[src/rtl/core/mfr_pkg.sv]
// mfr_pkg: shared types, codes and helper functions of the modbus frame receiver
// used by mfr_regs, mfr_frame and modbus_frame_receiver_core; no dependencies

package mfr_pkg;

	// field widths fixed by the interface
	localparam int LEN_W    = 9;
	localparam int STAT_W   = 2;
	localparam int BYTE_W   = 8;
	localparam int CRC_W    = 16;
	localparam int ADDR_W   = 3;
	localparam int DATA_W   = 32;

	// default frame buffer size
	localparam int MAX_FRAME_DEF = 256;

	// register word indexes
	localparam logic REG_FRAME_MODE = 1'b0;

	// frame modes
	localparam logic MODE_RTU   = 1'b0;
	localparam logic MODE_ASCII = 1'b1;

	// input item kinds
	localparam logic FUNC_BYTE    = 1'b0;
	localparam logic FUNC_TIMEOUT = 1'b1;

	// result kinds
	localparam logic KIND_PAYLOAD = 1'b0;
	localparam logic KIND_END     = 1'b1;

	// end of frame status codes
	localparam logic [STAT_W-1:0] ST_OK       = 2'd0;
	localparam logic [STAT_W-1:0] ST_MISMATCH = 2'd1;
	localparam logic [STAT_W-1:0] ST_TIMEOUT  = 2'd2;
	localparam logic [STAT_W-1:0] ST_SHORT    = 2'd3;

	// special characters and crc constants
	localparam logic [BYTE_W-1:0] CHAR_COLON = 8'h3A;
	localparam logic [BYTE_W-1:0] CHAR_CR    = 8'h0D;
	localparam logic [CRC_W-1:0]  CRC_INIT   = 16'hFFFF;
	localparam logic [CRC_W-1:0]  CRC_POLY   = 16'hA001;

	// one result of the frame logic
	typedef struct packed {
		logic                valid;
		logic                kind;
		logic [BYTE_W-1:0]   payload;
		logic [STAT_W-1:0]   status;
		logic [LEN_W-1:0]    length;
	} mfr_res_t;

	// byte-wide crc-16 update, reflected polynomial
	function automatic logic [CRC_W-1:0] crc_byte(input logic [CRC_W-1:0] crc_in,
			input logic [BYTE_W-1:0] b);
		logic [CRC_W-1:0] c;
		c = crc_in ^ {8'h00, b};
		for (int i = 0; i < 8; i++) begin
			if (c[0])
				c = (c >> 1) ^ CRC_POLY;
			else
				c = c >> 1;
		end
		return c;
	endfunction

	// hex digit value, non-hex characters folded the same way
	function automatic logic [3:0] hex_value(input logic [BYTE_W-1:0] c);
		logic signed [BYTE_W-1:0] d;
		logic [BYTE_W-1:0]        v;
		d = signed'(c - 8'd48);
		if (d > 8'sd41)
			v = c - 8'd87;
		else if (d > 8'sd9)
			v = c - 8'd55;
		else
			v = c - 8'd48;
		return v[3:0];
	endfunction

endpackage

[src/rtl/core/mfr_regs.sv]
// mfr_regs: apb-style configuration register (frame_mode) of the frame receiver
// depends on mfr_pkg for address and data widths, register index and mode codes

module mfr_regs (
	input  logic                         clk,
	input  logic                         arst_n,
	input  logic                         psel,
	input  logic                         penable,
	input  logic                         pwrite,
	input  logic [mfr_pkg::ADDR_W-1:0]   paddr,
	input  logic [mfr_pkg::DATA_W-1:0]   pwdata,
	output logic [mfr_pkg::DATA_W-1:0]   prdata,
	output logic                         pready,
	output logic                         frame_mode,
	output logic                         frame_clear
);

	logic wr_en;
	logic frame_mode_q;

	assign pready = 1'b1;
	assign wr_en  = psel && penable && pwrite && (paddr[2] == mfr_pkg::REG_FRAME_MODE);

	// mode register, any write restarts framing
	always_ff @(posedge clk or negedge arst_n) begin
		if (!arst_n) begin
			frame_mode_q <= mfr_pkg::MODE_RTU;
		end else if (wr_en) begin
			frame_mode_q <= pwdata[0];
		end
	end

	// read mux
	always_comb begin
		prdata = '0;
		unique case (paddr[2])
			mfr_pkg::REG_FRAME_MODE: prdata = {{(mfr_pkg::DATA_W-1){1'b0}}, frame_mode_q};
			default:                 prdata = '0;
		endcase
	end

	assign frame_mode  = frame_mode_q;
	assign frame_clear = wr_en;

endmodule

[src/rtl/core/mfr_frame.sv]
// mfr_frame: frame state and combinational step logic for rtu and ascii framing
// depends on mfr_pkg for codes, crc and hex helper functions

module mfr_frame #(
	parameter int MAX_FRAME = mfr_pkg::MAX_FRAME_DEF
) (
	input  logic                         clk,
	input  logic                         arst_n,
	input  logic                         step,
	input  logic                         func,
	input  logic [mfr_pkg::BYTE_W-1:0]   rx_byte,
	input  logic                         frame_mode,
	input  logic                         frame_clear,
	output mfr_pkg::mfr_res_t            res
);

	localparam int CNT_W = $clog2(MAX_FRAME + 1);

	logic [mfr_pkg::BYTE_W-1:0] held0_q, held1_q, held0_n, held1_n;
	logic [1:0]                 held_count_q, held_count_n;
	logic [mfr_pkg::CRC_W-1:0]  crc_q, crc_n;
	logic [mfr_pkg::BYTE_W-1:0] sum_q, sum_n;
	logic [CNT_W-1:0]           byte_count_q, byte_count_n;
	logic                       phase_q, phase_n;
	logic [3:0]                 high_nib_q, high_nib_n;
	logic                       skip_q, skip_n;
	logic                       ovf_q, ovf_n;

	logic [CNT_W:0]             total;
	logic [mfr_pkg::BYTE_W-1:0] full;
	logic [mfr_pkg::LEN_W-1:0]  cur_len;
	logic                       clr;

	assign total   = {1'b0, byte_count_q} + (CNT_W+1)'(held_count_q);
	assign full    = {high_nib_q, mfr_pkg::hex_value(rx_byte)};
	assign cur_len = mfr_pkg::LEN_W'(byte_count_q);

	// next state and result for one item
	always_comb begin
		held0_n      = held0_q;
		held1_n      = held1_q;
		held_count_n = held_count_q;
		crc_n        = crc_q;
		sum_n        = sum_q;
		byte_count_n = byte_count_q;
		phase_n      = phase_q;
		high_nib_n   = high_nib_q;
		skip_n       = skip_q;
		ovf_n        = ovf_q;
		clr          = 1'b0;
		res          = '0;
		if (frame_mode == mfr_pkg::MODE_RTU) begin
			if (func == mfr_pkg::FUNC_TIMEOUT) begin
				// end of rtu frame, idle line reports nothing
				if (total != '0 || ovf_q) begin
					res.valid = 1'b1;
					res.kind  = mfr_pkg::KIND_END;
					clr       = 1'b1;
					if (total < (CNT_W+1)'(2)) begin
						res.status = mfr_pkg::ST_SHORT;
					end else if (ovf_q) begin
						res.status = mfr_pkg::ST_SHORT;
						res.length = cur_len;
					end else begin
						res.status = ({held1_q, held0_q} == crc_q) ?
							mfr_pkg::ST_OK : mfr_pkg::ST_MISMATCH;
						res.length = cur_len;
					end
				end
			end else if (total >= (CNT_W+1)'(MAX_FRAME)) begin
				ovf_n = 1'b1;
			end else if (held_count_q < 2'd2) begin
				// fill the two-byte delay
				if (held_count_q == 2'd0)
					held0_n = rx_byte;
				else
					held1_n = rx_byte;
				held_count_n = held_count_q + 2'd1;
			end else begin
				// oldest byte leaves the delay as payload
				held0_n      = held1_q;
				held1_n      = rx_byte;
				crc_n        = mfr_pkg::crc_byte(crc_q, held0_q);
				byte_count_n = byte_count_q + CNT_W'(1);
				res.valid    = 1'b1;
				res.kind     = mfr_pkg::KIND_PAYLOAD;
				res.payload  = held0_q;
			end
		end else begin
			if (func == mfr_pkg::FUNC_TIMEOUT) begin
				// ascii timeout is always an error report
				res.valid  = 1'b1;
				res.kind   = mfr_pkg::KIND_END;
				res.status = mfr_pkg::ST_TIMEOUT;
				res.length = cur_len;
				clr        = 1'b1;
				skip_n     = 1'b0;
			end else if (skip_q) begin
				skip_n = 1'b0;
			end else if (rx_byte == mfr_pkg::CHAR_COLON) begin
				skip_n = skip_q;
			end else if (rx_byte == mfr_pkg::CHAR_CR) begin
				// end of ascii frame, lrc sum must be zero
				res.valid = 1'b1;
				res.kind  = mfr_pkg::KIND_END;
				clr       = 1'b1;
				skip_n    = 1'b1;
				if (total < (CNT_W+1)'(2)) begin
					res.status = mfr_pkg::ST_SHORT;
				end else if (ovf_q) begin
					res.status = mfr_pkg::ST_SHORT;
					res.length = cur_len;
				end else begin
					res.status = (sum_q == '0) ? mfr_pkg::ST_OK : mfr_pkg::ST_MISMATCH;
					res.length = cur_len;
				end
			end else if (!phase_q) begin
				high_nib_n = mfr_pkg::hex_value(rx_byte);
				phase_n    = 1'b1;
			end else begin
				// second digit completes a byte, released one byte late
				phase_n = 1'b0;
				if (total >= (CNT_W+1)'(MAX_FRAME)) begin
					ovf_n = 1'b1;
				end else begin
					sum_n        = sum_q + full;
					held0_n      = full;
					held_count_n = 2'd1;
					if (held_count_q != 2'd0) begin
						res.valid    = 1'b1;
						res.kind     = mfr_pkg::KIND_PAYLOAD;
						res.payload  = held0_q;
						byte_count_n = byte_count_q + CNT_W'(1);
					end
				end
			end
		end
		// frame state back to its start values
		if (clr) begin
			held0_n      = '0;
			held1_n      = '0;
			held_count_n = '0;
			crc_n        = mfr_pkg::CRC_INIT;
			sum_n        = '0;
			byte_count_n = '0;
			phase_n      = 1'b0;
			high_nib_n   = '0;
			ovf_n        = 1'b0;
		end
	end

	// frame state registers
	always_ff @(posedge clk or negedge arst_n) begin
		if (!arst_n) begin
			held0_q      <= '0;
			held1_q      <= '0;
			held_count_q <= '0;
			crc_q        <= mfr_pkg::CRC_INIT;
			sum_q        <= '0;
			byte_count_q <= '0;
			phase_q      <= 1'b0;
			high_nib_q   <= '0;
			skip_q       <= 1'b0;
			ovf_q        <= 1'b0;
		end else if (frame_clear) begin
			held0_q      <= '0;
			held1_q      <= '0;
			held_count_q <= '0;
			crc_q        <= mfr_pkg::CRC_INIT;
			sum_q        <= '0;
			byte_count_q <= '0;
			phase_q      <= 1'b0;
			high_nib_q   <= '0;
			skip_q       <= 1'b0;
			ovf_q        <= 1'b0;
		end else if (step) begin
			held0_q      <= held0_n;
			held1_q      <= held1_n;
			held_count_q <= held_count_n;
			crc_q        <= crc_n;
			sum_q        <= sum_n;
			byte_count_q <= byte_count_n;
			phase_q      <= phase_n;
			high_nib_q   <= high_nib_n;
			skip_q       <= skip_n;
			ovf_q        <= ovf_n;
		end
	end

endmodule

[src/rtl/core/modbus_frame_receiver_core.sv]
// modbus_frame_receiver_core: an accepted input beat goes into the input register,
// then through the frame step logic into the output register as its result beat
// throughput one input beat per cycle, set by the combinational frame step (one byte-wide crc)
// the input register advances whenever the output register is empty or being taken
// asynchronous active-low reset empties both registers, rtu mode, frame state cleared
// depends on mfr_pkg, mfr_regs and mfr_frame

module modbus_frame_receiver_core #(
	parameter int MAX_FRAME = mfr_pkg::MAX_FRAME_DEF
) (
	input  logic                         clk,
	input  logic                         arst_n,
	input  logic                         in_valid,
	output logic                         in_ready,
	input  logic                         func,
	input  logic [mfr_pkg::BYTE_W-1:0]   rx_byte,
	output logic                         out_valid,
	input  logic                         out_ready,
	output logic                         result_kind,
	output logic [mfr_pkg::BYTE_W-1:0]   payload_byte,
	output logic [mfr_pkg::STAT_W-1:0]   frame_status,
	output logic [mfr_pkg::LEN_W-1:0]    frame_length,
	input  logic                         psel,
	input  logic                         penable,
	input  logic                         pwrite,
	input  logic [mfr_pkg::ADDR_W-1:0]   paddr,
	input  logic [mfr_pkg::DATA_W-1:0]   pwdata,
	output logic [mfr_pkg::DATA_W-1:0]   prdata,
	output logic                         pready
);

	logic                       valid_s1;
	logic                       func_s1;
	logic [mfr_pkg::BYTE_W-1:0] rx_byte_s1;
	logic                       valid_s2;
	mfr_pkg::mfr_res_t          res_s2;
	mfr_pkg::mfr_res_t          res;
	logic                       advance;
	logic                       frame_mode;
	logic                       frame_clear;

	mfr_regs u_regs (
		.clk         (clk),
		.arst_n      (arst_n),
		.psel        (psel),
		.penable     (penable),
		.pwrite      (pwrite),
		.paddr       (paddr),
		.pwdata      (pwdata),
		.prdata      (prdata),
		.pready      (pready),
		.frame_mode  (frame_mode),
		.frame_clear (frame_clear)
	);

	// handshake between the two stages
	assign advance  = valid_s1 && (!valid_s2 || out_ready);
	assign in_ready = !valid_s1 || advance;

	// input register
	always_ff @(posedge clk or negedge arst_n) begin
		if (!arst_n) begin
			valid_s1 <= 1'b0;
		end else if (in_ready) begin
			valid_s1 <= in_valid;
		end
	end

	always_ff @(posedge clk) begin
		if (in_valid && in_ready) begin
			func_s1    <= func;
			rx_byte_s1 <= rx_byte;
		end
	end

	mfr_frame #(
		.MAX_FRAME (MAX_FRAME)
	) u_frame (
		.clk         (clk),
		.arst_n      (arst_n),
		.step        (advance),
		.func        (func_s1),
		.rx_byte     (rx_byte_s1),
		.frame_mode  (frame_mode),
		.frame_clear (frame_clear),
		.res         (res)
	);

	// output register
	always_ff @(posedge clk or negedge arst_n) begin
		if (!arst_n) begin
			valid_s2 <= 1'b0;
		end else if (advance) begin
			valid_s2 <= res.valid;
		end else if (out_ready) begin
			valid_s2 <= 1'b0;
		end
	end

	always_ff @(posedge clk) begin
		if (advance && res.valid) begin
			res_s2 <= res;
		end
	end

	assign out_valid    = valid_s2;
	assign result_kind  = res_s2.kind;
	assign payload_byte = res_s2.payload;
	assign frame_status = res_s2.status;
	assign frame_length = res_s2.length;

endmodule

[config.mk]
export PLATFORM = sky130hd
export DESIGN_NAME = modbus_frame_receiver_core
export DESIGN_NICKNAME = d
export VERILOG_FILES = /design/src/rtl/core/mfr_pkg.sv /design/src/rtl/core/mfr_regs.sv /design/src/rtl/core/mfr_frame.sv /design/src/rtl/core/modbus_frame_receiver_core.sv
export SDC_FILE = /design/constraint.sdc
export NUM_CORES = 1
export LEC_CHECK = 0
export BUFFER_PORTS_ARGS = -buffer_cell sky130_fd_sc_hd__buf_2
export CAP_MARGIN = 20
export CORE_ASPECT_RATIO = 0.7
export CORE_UTILIZATION = 60
export CTS_CLUSTER_SIZE = 28
export DETAILED_ROUTE_END_ITERATION = 8
export GPL_TIMING_DRIVEN = 0
export HOLD_SLACK_MARGIN = 0.15
export MAX_ROUTING_LAYER = met4
export PLACE_DENSITY_LB_ADDON = 0.3
export SLEW_MARGIN = 20
export SYNTH_ARGS = -nofsm -noshare
export SYNTH_HDL_FRONTEND = slang
export SYNTH_HIERARCHICAL = 1
export SYNTH_SLANG_ARGS = --single-unit
[constraint.sdc]
create_clock -name clk -period 5.6 [get_ports clk]
set_clock_uncertainty 0.05 [all_clocks]
set_input_delay 0.84 -clock clk [delete_from_list [all_inputs] [get_ports clk]]
set_output_delay 0.84 -clock clk [all_outputs]
set_load 0.02 [all_outputs]
# Word level (Yosys, flattened, before mapping)
# Cells that the tools add are included.
# word_totals
wordCells	267
register_bits	90
output_inout_bits	55
inputBits	51
# op_classes
n_bitwise	10
magnitude_cmp	5
addsub	7
n_reduce_logical	31
n_mux	174
n_eq_ne	21
# op_table
operator	n
two-way mux 16 bit	43
two-way mux 8 bit	35
two-way mux 9 bit	16
two-way mux 11 bit	6
two-way mux 21 bit	3
two-way mux 10 bit	5
two-way mux 4 bit	11
two-way mux 2 bit	19
two-way mux 1 bit	36
inverter 2 -> 3 bit	8
!= test 4 x 3 -> 1 bit (second input constant)	5
AND reduction 9 bit	2
== test 16 bit	1
bitwise XOR 16 x 8 -> 16 bit	1
!= test 3 x 2 -> 1 bit (second input constant)	5
AND reduction 6 bit	2
adder 9 x 2 -> 10 bit	1
>= comparator 10 x 9 -> 1 bit (second input constant)	1
less-than comparator 10 x 2 -> 1 bit (second input constant)	1
AND reduction 10 bit	1
AND reduction 5 bit	2
nonzero test 10 bit	1
adder 9 x 1 -> 9 bit (second input constant)	1
adder 8 bit	1
other kinds (26)	41

# Logic depth before layout (Yosys ltp)
# Gate-level depths: netlist (run 1).
# logic_depth
word_depth	52
depth_mapped	16
ltp_nobuf	16

# Hierarchy
# The synthesis (run 1) kept the hierarchy.
# modules_own_cells
module	seq_area_each_um2	cells_each	area_per_inst_um2	instances
mfr_frame	1471.4	424	4061.4	1
modbus_frame_receiver_core	920.9	39	979.7	1
mfr_regs	25.0	38	310.3	1

# Least setup slack after synthesis (run 1)
# No wires, ideal clock.
# synth_timing
path_type	reg-to-reg
startpoint	register u_frame.byte_count_q[0]
endpoint	register res_s2 (netlist bit frame_length[0]), enable pin
stages_incl_launch_ff	11
path_buffers	0
setup_slack_ns	2.127
required_time_ns	5.151
synth_period_minus_slack_ns	3.473
arrival_time_ns	3.024
setup_time_ns	0.399
path_cell_list	dfrtp_1 -> ha_1 -> fa_1 -> or3_4 -> or4_4 -> o31ai_4 -> a31oi_4 -> nor2_1 -> o221ai_1 -> nand2_1 -> nor2b_1
# synth_rtl
element	line_no	source
start: declaration	mfr_frame.sv:23	logic [CNT_W-1:0] byte_count_q, byte_count_n;
start signal: assignment	mfr_frame.sv:182	byte_count_q <= byte_count_n;
end signal: assignment	modbus_frame_receiver_core.sv:102	res_s2 <= res;
end: declaration	modbus_frame_receiver_core.sv:36	mfr_pkg::mfr_res_t res_s2;

# Worst setup path after layout (run 1)
# layout_timing
startpoint	register rx_byte_s1[1] (netlist name)
endpoint	register u_frame/sum_q[7] (netlist name)
# layout_between
elab_chain_cells	15
elab_cells_between_ends	33
cone_classes	4 x add/sub; 2 x order compare; 7 x eq/ne; 17 x mux; 3 x reduce/logical
# layout_rtl
element	line_no	source
start: declaration	modbus_frame_receiver_core.sv:34	logic [mfr_pkg::BYTE_W-1:0] rx_byte_s1;
start signal: assignment	modbus_frame_receiver_core.sv:72	rx_byte_s1 <= rx_byte;
subtractor 8 x 6 -> 8 bit	mfr_pkg.sv:71	d = signed'(c - 8'd48);
> comparator 8 x 5 -> 1 bit	mfr_pkg.sv:74	else if (d > 8'sd9)
two-way mux 4 bit	mfr_pkg.sv:74	
two-way mux 4 bit	mfr_pkg.sv:72	if (d > 8'sd41)
adder 8 bit	mfr_frame.sv:126	sum_n = sum_q + full;
two-way mux 8 bit	mfr_frame.sv:123	if (total >= (CNT_W+1)'(MAX_FRAME)) begin
two-way mux 8 bit	mfr_frame.sv:117	end else if (!phase_q) begin
two-way mux 8 bit	mfr_frame.sv:102	end else if (rx_byte == mfr_pkg::CHAR_CR) begin
two-way mux 8 bit	mfr_frame.sv:100	end else if (rx_byte == mfr_pkg::CHAR_COLON) begin
two-way mux 8 bit	mfr_frame.sv:98	end else if (skip_q) begin
two-way mux 8 bit	mfr_frame.sv:90	if (func == mfr_pkg::FUNC_TIMEOUT) begin
two-way mux 8 bit	mfr_frame.sv:52	if (frame_mode == mfr_pkg::MODE_RTU) begin
two-way mux 8 bit	mfr_frame.sv:139	if (clr) begin
two-way mux 8 bit	mfr_frame.sv:176	end else if (step) begin
two-way mux 8 bit	mfr_frame.sv:165	end else if (frame_clear) begin
end signal: assignment	mfr_frame.sv:181	sum_q <= sum_n;
end: declaration	mfr_frame.sv:22	logic [mfr_pkg::BYTE_W-1:0] sum_q, sum_n;
# Several ways; a longest one is shown, not always the timed one. The select of a mux whose other input is x is not followed.
# A chain may end at the register's enable or synchronous reset.

==> metrics.md, run 1 <==
| Metric | Value |
|---|---|
| Result of the run | finished clean |
| Post-layout net count | 655 |
| Worst slew pin tran | 918 ps |
| Starting density of the core | a little over three fifths |
| Total number of cells along the worst setup path | 15 |
| Gates resized, CTS repair | 0 |
| Total of warnings raised by yosys | 6 |
| Clock buffers created by TritonCTS | 9 |
| Via count of the first global-routing pass | between 3,000 and 4,000 |
| Maximum count of clock buffers along a single path | 2 |
| Sw Pwr | between 1 and 1.5 mW |
| Hold Vio Cnt, Final | 0 |
| DPL Wire Length | 9320 um |
| Relative slew slack | between 30% and 40% |
| Fraction of registers with async set/reset | 67.8% |
| TritonCTS clock tree | yes |
| Max cap viols | 0 |
| Global-route usage over all layers | about 30% |
| Number of slew-limit violations in the final report | 0 |
| Detailed-route vias per instance | ~6 |
| Global-route wire length before repair | a little under 20,000 um |
| Die area | between 9000 and 10,000 um2 |
| Fin Hold WS | 462 ps |
| Boundary Pins | around 110 |
| Ant. Diodes | 0 |
| Cell variety after synth | about 80 |
| EDFF count, synth | 29 |
| Highest routing layer actually used | met4 |
| Clk pwr share | between 10% and 20% |
| Row Count | 28 |
| Setup bufs post-CTS | 0 |
| Fraction of layout cells with a size suffix above 1 | between 20% and 30% |
| Final period demand of the worst path | 4130 ps |
| Length of the first detailed-routing pass in iterations | 8 |
| Placeable core region | 8550 um2 |
| Net Sw Frac | just over 40% |
| Number of antenna violations at the first check in global routing | 0 |
| Gp weighted congestion | 0.926 |
| Critical path's largest stage delay | about 530 ps |
| Source-to-sink clock delay at the later pin of the worst-skew pair | 340 ps |
| Met2 routed wirelength | ~5300 um |
| Pin count of the biggest net entering global routing | between 60 and 70 |
| Worst reg2reg path depth | 15 |
| Type of origin of the critical path | register |
| Clock net sink count | 90 |
| Commonest non-fill, non-tap cells in the layout | sky130_fd_sc_hd__buf_2, sky130_fd_sc_hd__dfrtp_1, sky130_fd_sc_hd__buf_4, sky130_fd_sc_hd__conb_1, sky130_fd_sc_hd__nor2_1 |
| Wire length per cell | 17.6 um |
| Mean post-synth cell area | approximately 11 um2 |
| Clk Tree Root Cell | sky130_fd_sc_hd__clkbuf_16 |
| Number of synthesized register bits | 90 |
| PD cells | between 500 and 600 nW/um2 |
| Main flop type after synthesis | sky130_fd_sc_hd__dfrtp_1 |
| Sequential Power Share | 34.4% |
| Remaining DRCs | 0 |
| Count of H-tree levels built during CTS | 3 |
| Leak Pwr | roughly 2.7 nW |
| Die width | approximately 110 um |
| Kind of cell with the highest combined delay on the critical path | compound AO/OA/AOI/OAI gates |
| Data required time of the critical path | 5830 ps |
| Mapped cell area | approximately 5400 um2 |
| DRC violation total after the first TritonRoute iteration | 478 |
| Detailed-route via count | 4,252 |
| RSZ-0062 raised after global routing | no |
| Die Ht | approximately 81 um |
| Bufs and invs on worst path | 2 |
| Area growth from synthesis to layout | 14.8% |
| Layout filler cell count | between 600 and 700 |
| Hold Crit Depth | 1 |
| Type of the most critical hold path | reg -> reg |
| FMAX | 242 MHz |
| Critical path endpoint category | register |
| Internal | between 1.5 and 2 mW |
| Final ANT Viol Nets | 0 |
| Worst IR Drop VDD | approximately 330 uV |
| Combinational cell fraction of total power | between 40% and 50% |
| Critical Setup Path Class | reg -> reg |
| Wire length on met1 | ~5700 um |
| Portion of the post-synthesis area used by sequential elements | 45.2% |
| Share of the clock period used by the worst path | 73.7% |
| Post-cts hold buffer count | 0 |
| Crit Path Max Fanout | 6 |
| CP cell instances | inv_1 -> ha_1 -> o21bai_1 -> a41oi_1 -> o21ai_1 -> mux2i_1 -> inv_1 -> ha_1 -> a21oi_1 -> o211ai_1 -> o41ai_1 -> xnor2_1 -> nand2_1 -> or4_1 -> nand3_1 |
| Post-Synthesis Cells | 501 |
| Count of input and output buffers | 40 |
| Register clock-pin slew on the reported worst setup and hold paths | about 70 ps |
| Critical Path AT | about 4400 ps |
| Register-to-Register Setup Slack | 1470 ps |
| Final setup violating endpoints | 0 |
| Sum of negative setup slack | 0 ps |
| CP max-delay cell | sky130_fd_sc_hd__mux2i_1 |
| Total congestion overflow | 0 |
| Wire length reported by the detailed router | 12,500 um |
| Sum of met3 wire segment lengths after detailed routing | between 1000 and 1500 um |
## Yosys cell counts (3+ instances only)
cell,number,share of area [%]
sky130_fd_sc_hd__a21o_1,6,0.84
sky130_fd_sc_hd__a21oi_1,24,2.2
sky130_fd_sc_hd__a22o_1,14,2.3
sky130_fd_sc_hd__a2bb2oi_1,7,1.1
sky130_fd_sc_hd__a41oi_1,4,0.65
sky130_fd_sc_hd__and2_1,14,1.6
sky130_fd_sc_hd__buf_2,6,0.56
sky130_fd_sc_hd__buf_4,32,4.5
sky130_fd_sc_hd__clkbuf_1,6,0.42
sky130_fd_sc_hd__dfrtp_1,45,21
sky130_fd_sc_hd__dfstp_2,16,7.9
sky130_fd_sc_hd__edfxtp_1,29,16
sky130_fd_sc_hd__ha_1,19,4.4
sky130_fd_sc_hd__inv_1,16,1.1
sky130_fd_sc_hd__mux2_2,3,0.63
sky130_fd_sc_hd__mux2i_1,11,2.1
sky130_fd_sc_hd__nand2_1,28,2.0
sky130_fd_sc_hd__nand2b_1,5,0.58
sky130_fd_sc_hd__nand3_1,22,2.1
sky130_fd_sc_hd__nand4_1,5,0.58
sky130_fd_sc_hd__nor2_1,31,2.2
sky130_fd_sc_hd__nor2b_1,10,1.2
sky130_fd_sc_hd__nor3_1,9,0.84
sky130_fd_sc_hd__nor4_1,5,0.58
sky130_fd_sc_hd__o21ai_0,11,1.0
sky130_fd_sc_hd__o21ai_1,3,0.28
sky130_fd_sc_hd__o22a_1,10,1.6
sky130_fd_sc_hd__o2bb2ai_1,12,2.0
sky130_fd_sc_hd__o31ai_1,3,0.42
sky130_fd_sc_hd__xnor2_1,24,3.9
sky130_fd_sc_hd__xor2_1,11,1.8
## worst paths after layout
path / from / end
setup / recovery: rx_byte_s1[1]$_DFFE_PP_ / u_frame/sum_q[7]$_DFFE_PN0P_
hold / removal: u_frame/crc_q[6]$_DFFE_PN1P_ / u_frame/crc_q[6]$_DFFE_PN1P_
setup reg to reg: rx_byte_s1[1]$_DFFE_PP_ / u_frame/sum_q[7]$_DFFE_PN0P_
hold reg to reg: u_frame/crc_q[6]$_DFFE_PN1P_ / u_frame/crc_q[6]$_DFFE_PN1P_
max in group asynchronous: arst_n / u_regs/frame_mode$_DFFE_PN0P_
min in group asynchronous: arst_n / u_frame/sum_q[3]$_DFFE_PN0P_
## cell type report
type	instances	area, um2	share of cell area, %
Sequential cell	90	2420	39.3
Clock inverter	6	62.6	1.02
Tap cell	120	150	2.44
Inverter	17	63.8	1.04
Clock buffer	10	250	4.07
Timing Repair Buffer	41	214	3.48
Buffer	47	312	5.07
Multi-Input combinational cell	377	2670	43.5
## metrics by stage
stage	cells	util [%]	setup slack (ps)	power [mW]	cell area, um2
final	708	71.9	1470	3.19	6140
after CTS	708	71.9	1510	3.17	6140
after detailed placement	692	68.2	1520	2.54	5830
after global routing	708	71.9	1210	3.36	6140
after floorplan	531	-	2130	2.15	5460
after global placement	691	68.0	1390	2.47	5810
## cell families (layout without fill, tap and decap cells)
family	count (synthesis)	in the layout	synth area share [%]
AO/OA/AOI/OAI	121	121	17.8
XOR/XNOR	35	35	5.73
adder cells (fa/ha/maj)	21	21	5.19
buffers and inverters	64	121	7.01
flip-flops	90	90	45.2
multiplexers	15	15	2.97
other	2	32	0.140
AND/OR/NAND/NOR	153	153	16.0
## metal layers
metal  vias up  global-route usage, %
li1       1941                      -
met1      2069                   42.0
met2       225                   41.7
met3        17                   7.54
met4         0                   6.88
met5         -                      -
## state kept, by name, indices dropped and copies added, names as in the netlist
register / count
u_frame/held0_q: 8
u_frame/high_nib_q: 4
u_frame/held1_q: 8
payload_byte: 8
u_frame/ovf_q: 1
frame_length: 9
func_s1: 1
u_frame/phase_q: 1
u_frame/crc_q: 16
rx_byte_s1: 8
result_kind: 1
valid_s1: 1
frame_status: 2
u_frame/held_count_q: 2
out_valid: 1
u_regs/frame_mode: 1
u_frame/skip_q: 1
u_frame/byte_count_q: 9
u_frame/sum_q: 8
## power by group through the flow
stage	combinational [mW]	clock (mW)	sequential [mW]
after detailed placement	1.44	0	1.10
after global routing	1.59	0.654	1.11
after floorplan	1.04	0	1.11
final	1.48	0.616	1.10
after CTS	1.45	0.626	1.09
after global placement	1.38	0	1.10
Power figures use the tool's default switching activity.
==> run 2, diff against run 1 <==
- CORE_UTILIZATION: 60 -> 56
- clock period: 5.6 -> 3.9 ns (I/O delays scaled with it)
==> metrics.md, run 2 (synthesis gave the netlist of run 1 again) <==
| Metric | Value |
|---|---|
| Clock buffers created by TritonCTS | 9 |
| Layout filler cell count | 714 |
| Critical Path AT | 3810 ps |
| Row Count | 29 |
| Max FFs per register | 16 |
| Beginning of the worst register-to-register path | u_frame/byte_count_q[0]$_DFFE_PN0P_ |
| Hold Vio Cnt, Final | 0 |
| Register clock-pin slew on the reported worst setup and hold paths | 60 ps |
| DRC violation total after the first TritonRoute iteration | around 380 |
| Critical path endpoint category | register |
| Final period demand of the worst path | about 3800 ps |
| PD cells | ~740 nW/um2 |
| Global-route usage over all layers | 27.7% |
| Largest reg by FF count | u_frame/crc_q |
| Clock net sink count | 90 |
| Result of the run | finished clean |
| Register-to-Register Setup Slack | about 150 ps |
| Worst slack at placement | -103 ps |
| Maximum count of clock buffers along a single path | 2 |
| Type of origin of the critical path | register |
| Wire length reported by the detailed router | 12,800 um |
| Count of input and output buffers | 40 |
| Fin Hold WS | 266 ps |
| Detailed-route vias per instance | approximately 6 |
| Count of H-tree levels built during CTS | 3 |
| Sum of internal, switching and leakage power | approximately 4.6 mW |
| Worst reg2reg path depth | 11 |
| Share of the clock period used by the worst path | between 90% and 100% |
| Final Non-Filler Cells | just over 700 |
| Final ANT Viol Nets | 0 |
| TritonCTS clock tree | yes |
| Setup slack after layout | about 150 ps |
| Number of antenna violations at the first check in global routing | 1 |
| Critical Setup Path Class | reg -> reg |
| Length of the first detailed-routing pass in iterations | 5 |
| Wire length per cell | 17.8 um |
| Type of the most critical hold path | in -> async |
| Total congestion overflow | 0 |
| Total instance count after detailed placement | 696 |
| Post-cts hold buffer count | 0 |
| Global-route wire length before repair | just over 20,000 um |
| Crit Path Max Fanout | 11 |
| Worst r2r dst | frame_length[2]$_DFFE_PP_ |
| Placeable core region | roughly 9200 um2 |
| Remaining DRCs | 0 |
| Fraction of layout cells with a size suffix above 1 | between 20% and 30% |
| DPL Wire Length | between 9000 and 10,000 um |
| Area growth from synthesis to layout | 15.9% |
| Die area | about 10000 um2 |
| Die width | around 120 um |
| Core utilization of the finished layout | between 60% and 70% |
| Detailed-route via count | 4,183 |
| Final setup violating endpoints | 0 |
| Via count of the first global-routing pass | 3,933 |
| Commonest non-fill, non-tap cells in the layout | sky130_fd_sc_hd__buf_2, sky130_fd_sc_hd__dfrtp_1, sky130_fd_sc_hd__buf_4, sky130_fd_sc_hd__conb_1, sky130_fd_sc_hd__nor2_1 |
| Pin count of the biggest net entering global routing | 62 |
| Post-layout net count | 657 |
| Worst IR Drop VDD | about 410 uV |
| Die Ht | about 84 um |
| FMAX | 266 MHz |
| Gp weighted congestion | ~0.95 |
| Max cap viols | 0 |
| Clk Tree Root Cell | sky130_fd_sc_hd__clkbuf_16 |
| Leak Pwr | roughly 2.7 nW |
| Boundary Pins | 106 |
| Source-to-sink clock delay at the later pin of the worst-skew pair | between 300 and 400 ps |
| Relative slew slack | a little under half |
| Number of slew-limit violations in the final report | 0 |
| Starting density of the core | around 60% |
| Data required time of the critical path | around 4000 ps |
| Worst slew pin tran | between 800 and 900 ps |
## run 2: cell count changes in the layout (fill, tap and decap cells not counted), sizes merged
cell      delta
inv          -2
buf          +2
clkinvlp     +2
diode        +1
bufinv       +1
clkbuf       -1
## run 2: critical path, cell delays in order, from the launching register on
cell and delay, ps:
sky130_fd_sc_hd__dfrtp_1 490, sky130_fd_sc_hd__ha_1 260, sky130_fd_sc_hd__fa_1 420, sky130_fd_sc_hd__or3_4 420
sky130_fd_sc_hd__or4_4 530, sky130_fd_sc_hd__o31ai_4 100, sky130_fd_sc_hd__a31oi_4 230, sky130_fd_sc_hd__nor2_2 300
sky130_fd_sc_hd__o221ai_1 230, sky130_fd_sc_hd__nand2_1 150, sky130_fd_sc_hd__nor2b_2 140, sky130_fd_sc_hd__buf_6 190
## run 2: worst max path at each step
stage                                   endpoint                           startpoint  slack [ps]  depth (start not counted)
finish                 frame_length[2]$_DFFE_PP_  u_frame/byte_count_q[0]$_DFFE_PN0P_         150                         11
detailed placement  u_frame/sum_q[7]$_DFFE_PN0P_              rx_byte_s1[0]$_DFFE_PP_        -100                         15
CTS                 u_frame/sum_q[7]$_DFFE_PN0P_              rx_byte_s1[1]$_DFFE_PP_          90                         15
global placement       frame_length[4]$_DFFE_PP_  u_frame/byte_count_q[0]$_DFFE_PN0P_        -280                         10
floorplan              frame_length[0]$_DFFE_PP_  u_frame/byte_count_q[0]$_DFFE_PN0P_         430                         10
global route        u_frame/sum_q[7]$_DFFE_PN0P_              rx_byte_s1[1]$_DFFE_PP_         -30                         15
## run 2: cell type report
cell class | count | area (um2) | area share, %
antenna | 1 | 2.50 | 0.0404
buffer | 47 | 312 | 5.03
clock buffer | 9 | 225 | 3.63
clock inverter | 7 | 76.3 | 1.23
inverter | 17 | 63.8 | 1.03
multi-input combinational | 377 | 2720 | 43.9
sequential | 90 | 2420 | 39.0
tap | 124 | 155 | 2.50
timing repair buffer | 43 | 229 | 3.69
## run 2: layer usage
layer / part of all wire [%] / wire length (um) / global-route usage [%]
met1: 47 / 5980 / 40.2
met2: 42 / 5390 / 38.3
met3: 9.9 / 1270 / 7.45
met4: 0.92 / 117 / 7.25
met5: 0 / 0 / -
## run 2: power by group
part | switching [mW] | internal (mW)
Clock | 0.363 | 0.500
Sequential | 0.256 | 1.31
Combinational | 1.25 | 0.881
Total | 1.87 | 2.70
## run 2: timing repair
item,in CTS,in global routing
setup endpoints to repair,1,12
cloned,0,0
buffers inserted,0,2
pin swaps,0,1
resized for setup,2,6
## run 2: metrics by stage
| step | setup TNS, ps | cell area [um2] |
|---|---|---|
| CTS | 0 | 6140 |
| finish | 0 | 6200 |
| detailed placement | -103 | 5840 |
| global route | -27.6 | 6200 |
| global placement | -5580 | 5820 |
| floorplan | 0 | 5460 |
==> run 3, diff against run 2 <==
==> constraint.sdc (replaced) <==
create_clock -name clk -period 3.9 [get_ports clk]
set_clock_uncertainty 0.05 [all_clocks]
set_input_delay 0.195 -clock clk [delete_from_list [all_inputs] [get_ports clk]]
set_output_delay 0.195 -clock clk [all_outputs]
set_load 0.02 [all_outputs]
==> metrics.md, run 3 (synthesis gave the netlist of run 1 again) <==
| Metric | Value |
|---|---|
| Detailed-route vias per instance | slightly below 6 |
| Sw Pwr | 1.89 mW |
| Type of origin of the critical path | register |
| Ant. Diodes | 0 |
| FMAX | approximately 260 MHz |
| Starting density of the core | about three fifths |
| Clk Tree Root Cell | sky130_fd_sc_hd__clkbuf_16 |
| Hold path startpoint | pwrite |
| Crit path from | rx_byte_s1[1]$_DFFE_PP_ |
| Crit Path Max Fanout | 6 |
| Wire length per cell | 18.0 um |
| Max FFs per register | 16 |
| Type of the most critical hold path | in -> reg |
| Total instance count after detailed placement | around 700 |
| Sum of internal, switching and leakage power | 4.59 mW |
| Net Sw Frac | just over 40% |
| Fraction of layout cells with a size suffix above 1 | 24.2% |
| Total congestion overflow | 0 |
| Critical Setup Path Class | reg -> reg |
| Internal | 2.71 mW |
| DPL Wire Length | between 9000 and 10,000 um |
| Final ANT Viol Nets | 0 |
| Data required time of the critical path | 4130 ps |
| Sum of negative setup slack | 0 ps |
| Post-layout net count | between 600 and 700 |
| Boundary Pins | roughly 110 |
| Register clock-pin slew on the reported worst setup and hold paths | 60 ps |
| DRC violation total after the first TritonRoute iteration | about 370 |
| Sequential Power Share | about a third |
| Combinational cell fraction of total power | a little under half |
| Layout filler cell count | 699 |
| Pin count of the biggest net entering global routing | between 60 and 70 |
| Non-Filler Cell Area, Final | ~6300 um2 |
| Detailed-route via count | roughly 4,200 |
| Placed Instance Area | just under 6000 um2 |
| Setup slack after layout | about 89 ps |
| Relative slew slack | a little under half |
| Share of the clock period used by the worst path | a little over nine tenths |
| CP max-delay cell | sky130_fd_sc_hd__edfxtp_1 |
| Wire length reported by the detailed router | around 13,000 um |
| Source-to-sink clock delay at the later pin of the worst-skew pair | around 350 ps |
| Worst slew pin tran | 793 ps |
| Remaining DRCs | 0 |
| Clock net sink count | 90 |
| Count of input and output buffers | 40 |
| Number of slew-limit violations in the final report | 0 |
| Die width | between 100 and 150 um |
| Max cap viols | 0 |
| Critical path's largest stage delay | about 500 ps |
| Die Ht | around 84 um |
| Length of the first detailed-routing pass in iterations | 5 |
| Largest reg by FF count | u_frame/crc_q |
| Final setup violating endpoints | 0 |
| TritonCTS clock tree | yes |
| Clock buffers created by TritonCTS | 9 |
| Count of H-tree levels built during CTS | 3 |
| Critical Path AT | 4040 ps |
| PD cells | just over 700 nW/um2 |
| Critical path endpoint category | register |
| Number of antenna violations at the first check in global routing | 0 |
| Maximum count of clock buffers along a single path | 2 |
| Commonest non-fill, non-tap cells in the layout | sky130_fd_sc_hd__buf_2, sky130_fd_sc_hd__dfrtp_1, sky130_fd_sc_hd__buf_4, sky130_fd_sc_hd__conb_1, sky130_fd_sc_hd__nor2_1 |
| Fin Hold WS | around 350 ps |
| Gp weighted congestion | about 0.95 |
| Global-route wire length before repair | 21,000 um |
| Via count of the first global-routing pass | 4,020 |
| Final Non-Filler Cells | around 730 |
| Worst slack at placement | -103 ps |
| Beginning of the worst register-to-register path | rx_byte_s1[1]$_DFFE_PP_ |
| Area growth from synthesis to layout | 18.4% |
| CP cell instances | inv_1 -> ha_1 -> o21bai_1 -> a41oi_1 -> o21ai_2 -> mux2i_4 -> inv_1 -> ha_1 -> a21oi_2 -> o211ai_1 -> o41ai_2 -> xnor2_1 -> nand2_1 -> or4_1 -> nand3_1 |
| Final period demand of the worst path | ~3800 ps |
| Leak Pwr | between 2 and 3 nW |
| Clk pwr share | a little under a fifth |
| Hold Vio Cnt, Final | 0 |
| Core utilization of the finished layout | ~69% |
| Row Count | 29 |
| Worst IR Drop VDD | ~430 uV |
| Placeable core region | slightly above 9000 um2 |
| Die area | around 10000 um2 |
| Global-route usage over all layers | about 28% |
| Result of the run | finished clean |
-- run 3: cell types whose count changed in the layout (fill, tap and decap cells not counted), sizes merged --
| cell | delta |
|---|---|
| dlygate4sd3 | +14 |
| diode | -1 |
-- run 3: final cells by class --
cell class                      instances  area [um2]  area share, %
Tap cell                              124         155           2.45
Clock inverter                          7        76.3           1.20
Multi-Input combinational cell        377        2720           42.9
Inverter                               17        63.8           1.01
Clock buffer                            9         225           3.55
Timing Repair Buffer                   57         369           5.82
Buffer                                 47         312           4.92
Sequential cell                        90        2420           38.1
-- run 3: what timing repair did --
item                                    in CTS  in global routing
resized for setup                            2                  6
buffers inserted                             0                  2
hold buffers                                14                  0
endpoints found under the hold margin       57                  0
endpoints found under the setup margin       1                 12
pin swaps                                    0                  1
-- run 3: worst max-delay path, delay by kind of cell (launching register included) --
kind            cells  cell delay (ps)
compound gates      6             1280
xor+xnor            1              170
fa+ha+maj           2              540
buf+inv             2              240
flops               1              500
mux                 1              390
simple gates        3              560
-- run 3: path summary, 6_finish.rpt --
check                                                 to  slack [ps]  cells after the start
max                         u_frame/sum_q[7]$_DFFE_PN0P_          90                     15
min                        u_regs/frame_mode$_DFFE_PN0P_         350                      3
max reg2reg                 u_frame/sum_q[7]$_DFFE_PN0P_          90                     15
min reg2reg                 u_frame/crc_q[7]$_DFFE_PN1P_         460                      1
max in group asynchronous  u_regs/frame_mode$_DFFE_PN0P_        2840                      2
min in group asynchronous   u_frame/sum_q[3]$_DFFE_PN0P_         430                      2
-- run 3: per-layer routing --
metal | global-route usage (%) | wire [um] | vias up
li1 | - | - | 1989
met1 | 41.2 | 6190 | 2047
met2 | 40.6 | 5650 | 198
met3 | 5.67 | 1100 | 13
met4 | 7.94 | 131 | 0
met5 | - | 0 | -
-- run 3: power by group through the flow --
stage / logic (mW) / registers, mW / clock network [mW]
after floorplan: 1.50 / 1.59 / 0
after global placement: 1.98 / 1.57 / 0
after detailed placement: 2.05 / 1.58 / 0
after CTS: 2.09 / 1.57 / 0.880
after global routing: 2.31 / 1.60 / 0.914
final: 2.15 / 1.57 / 0.868
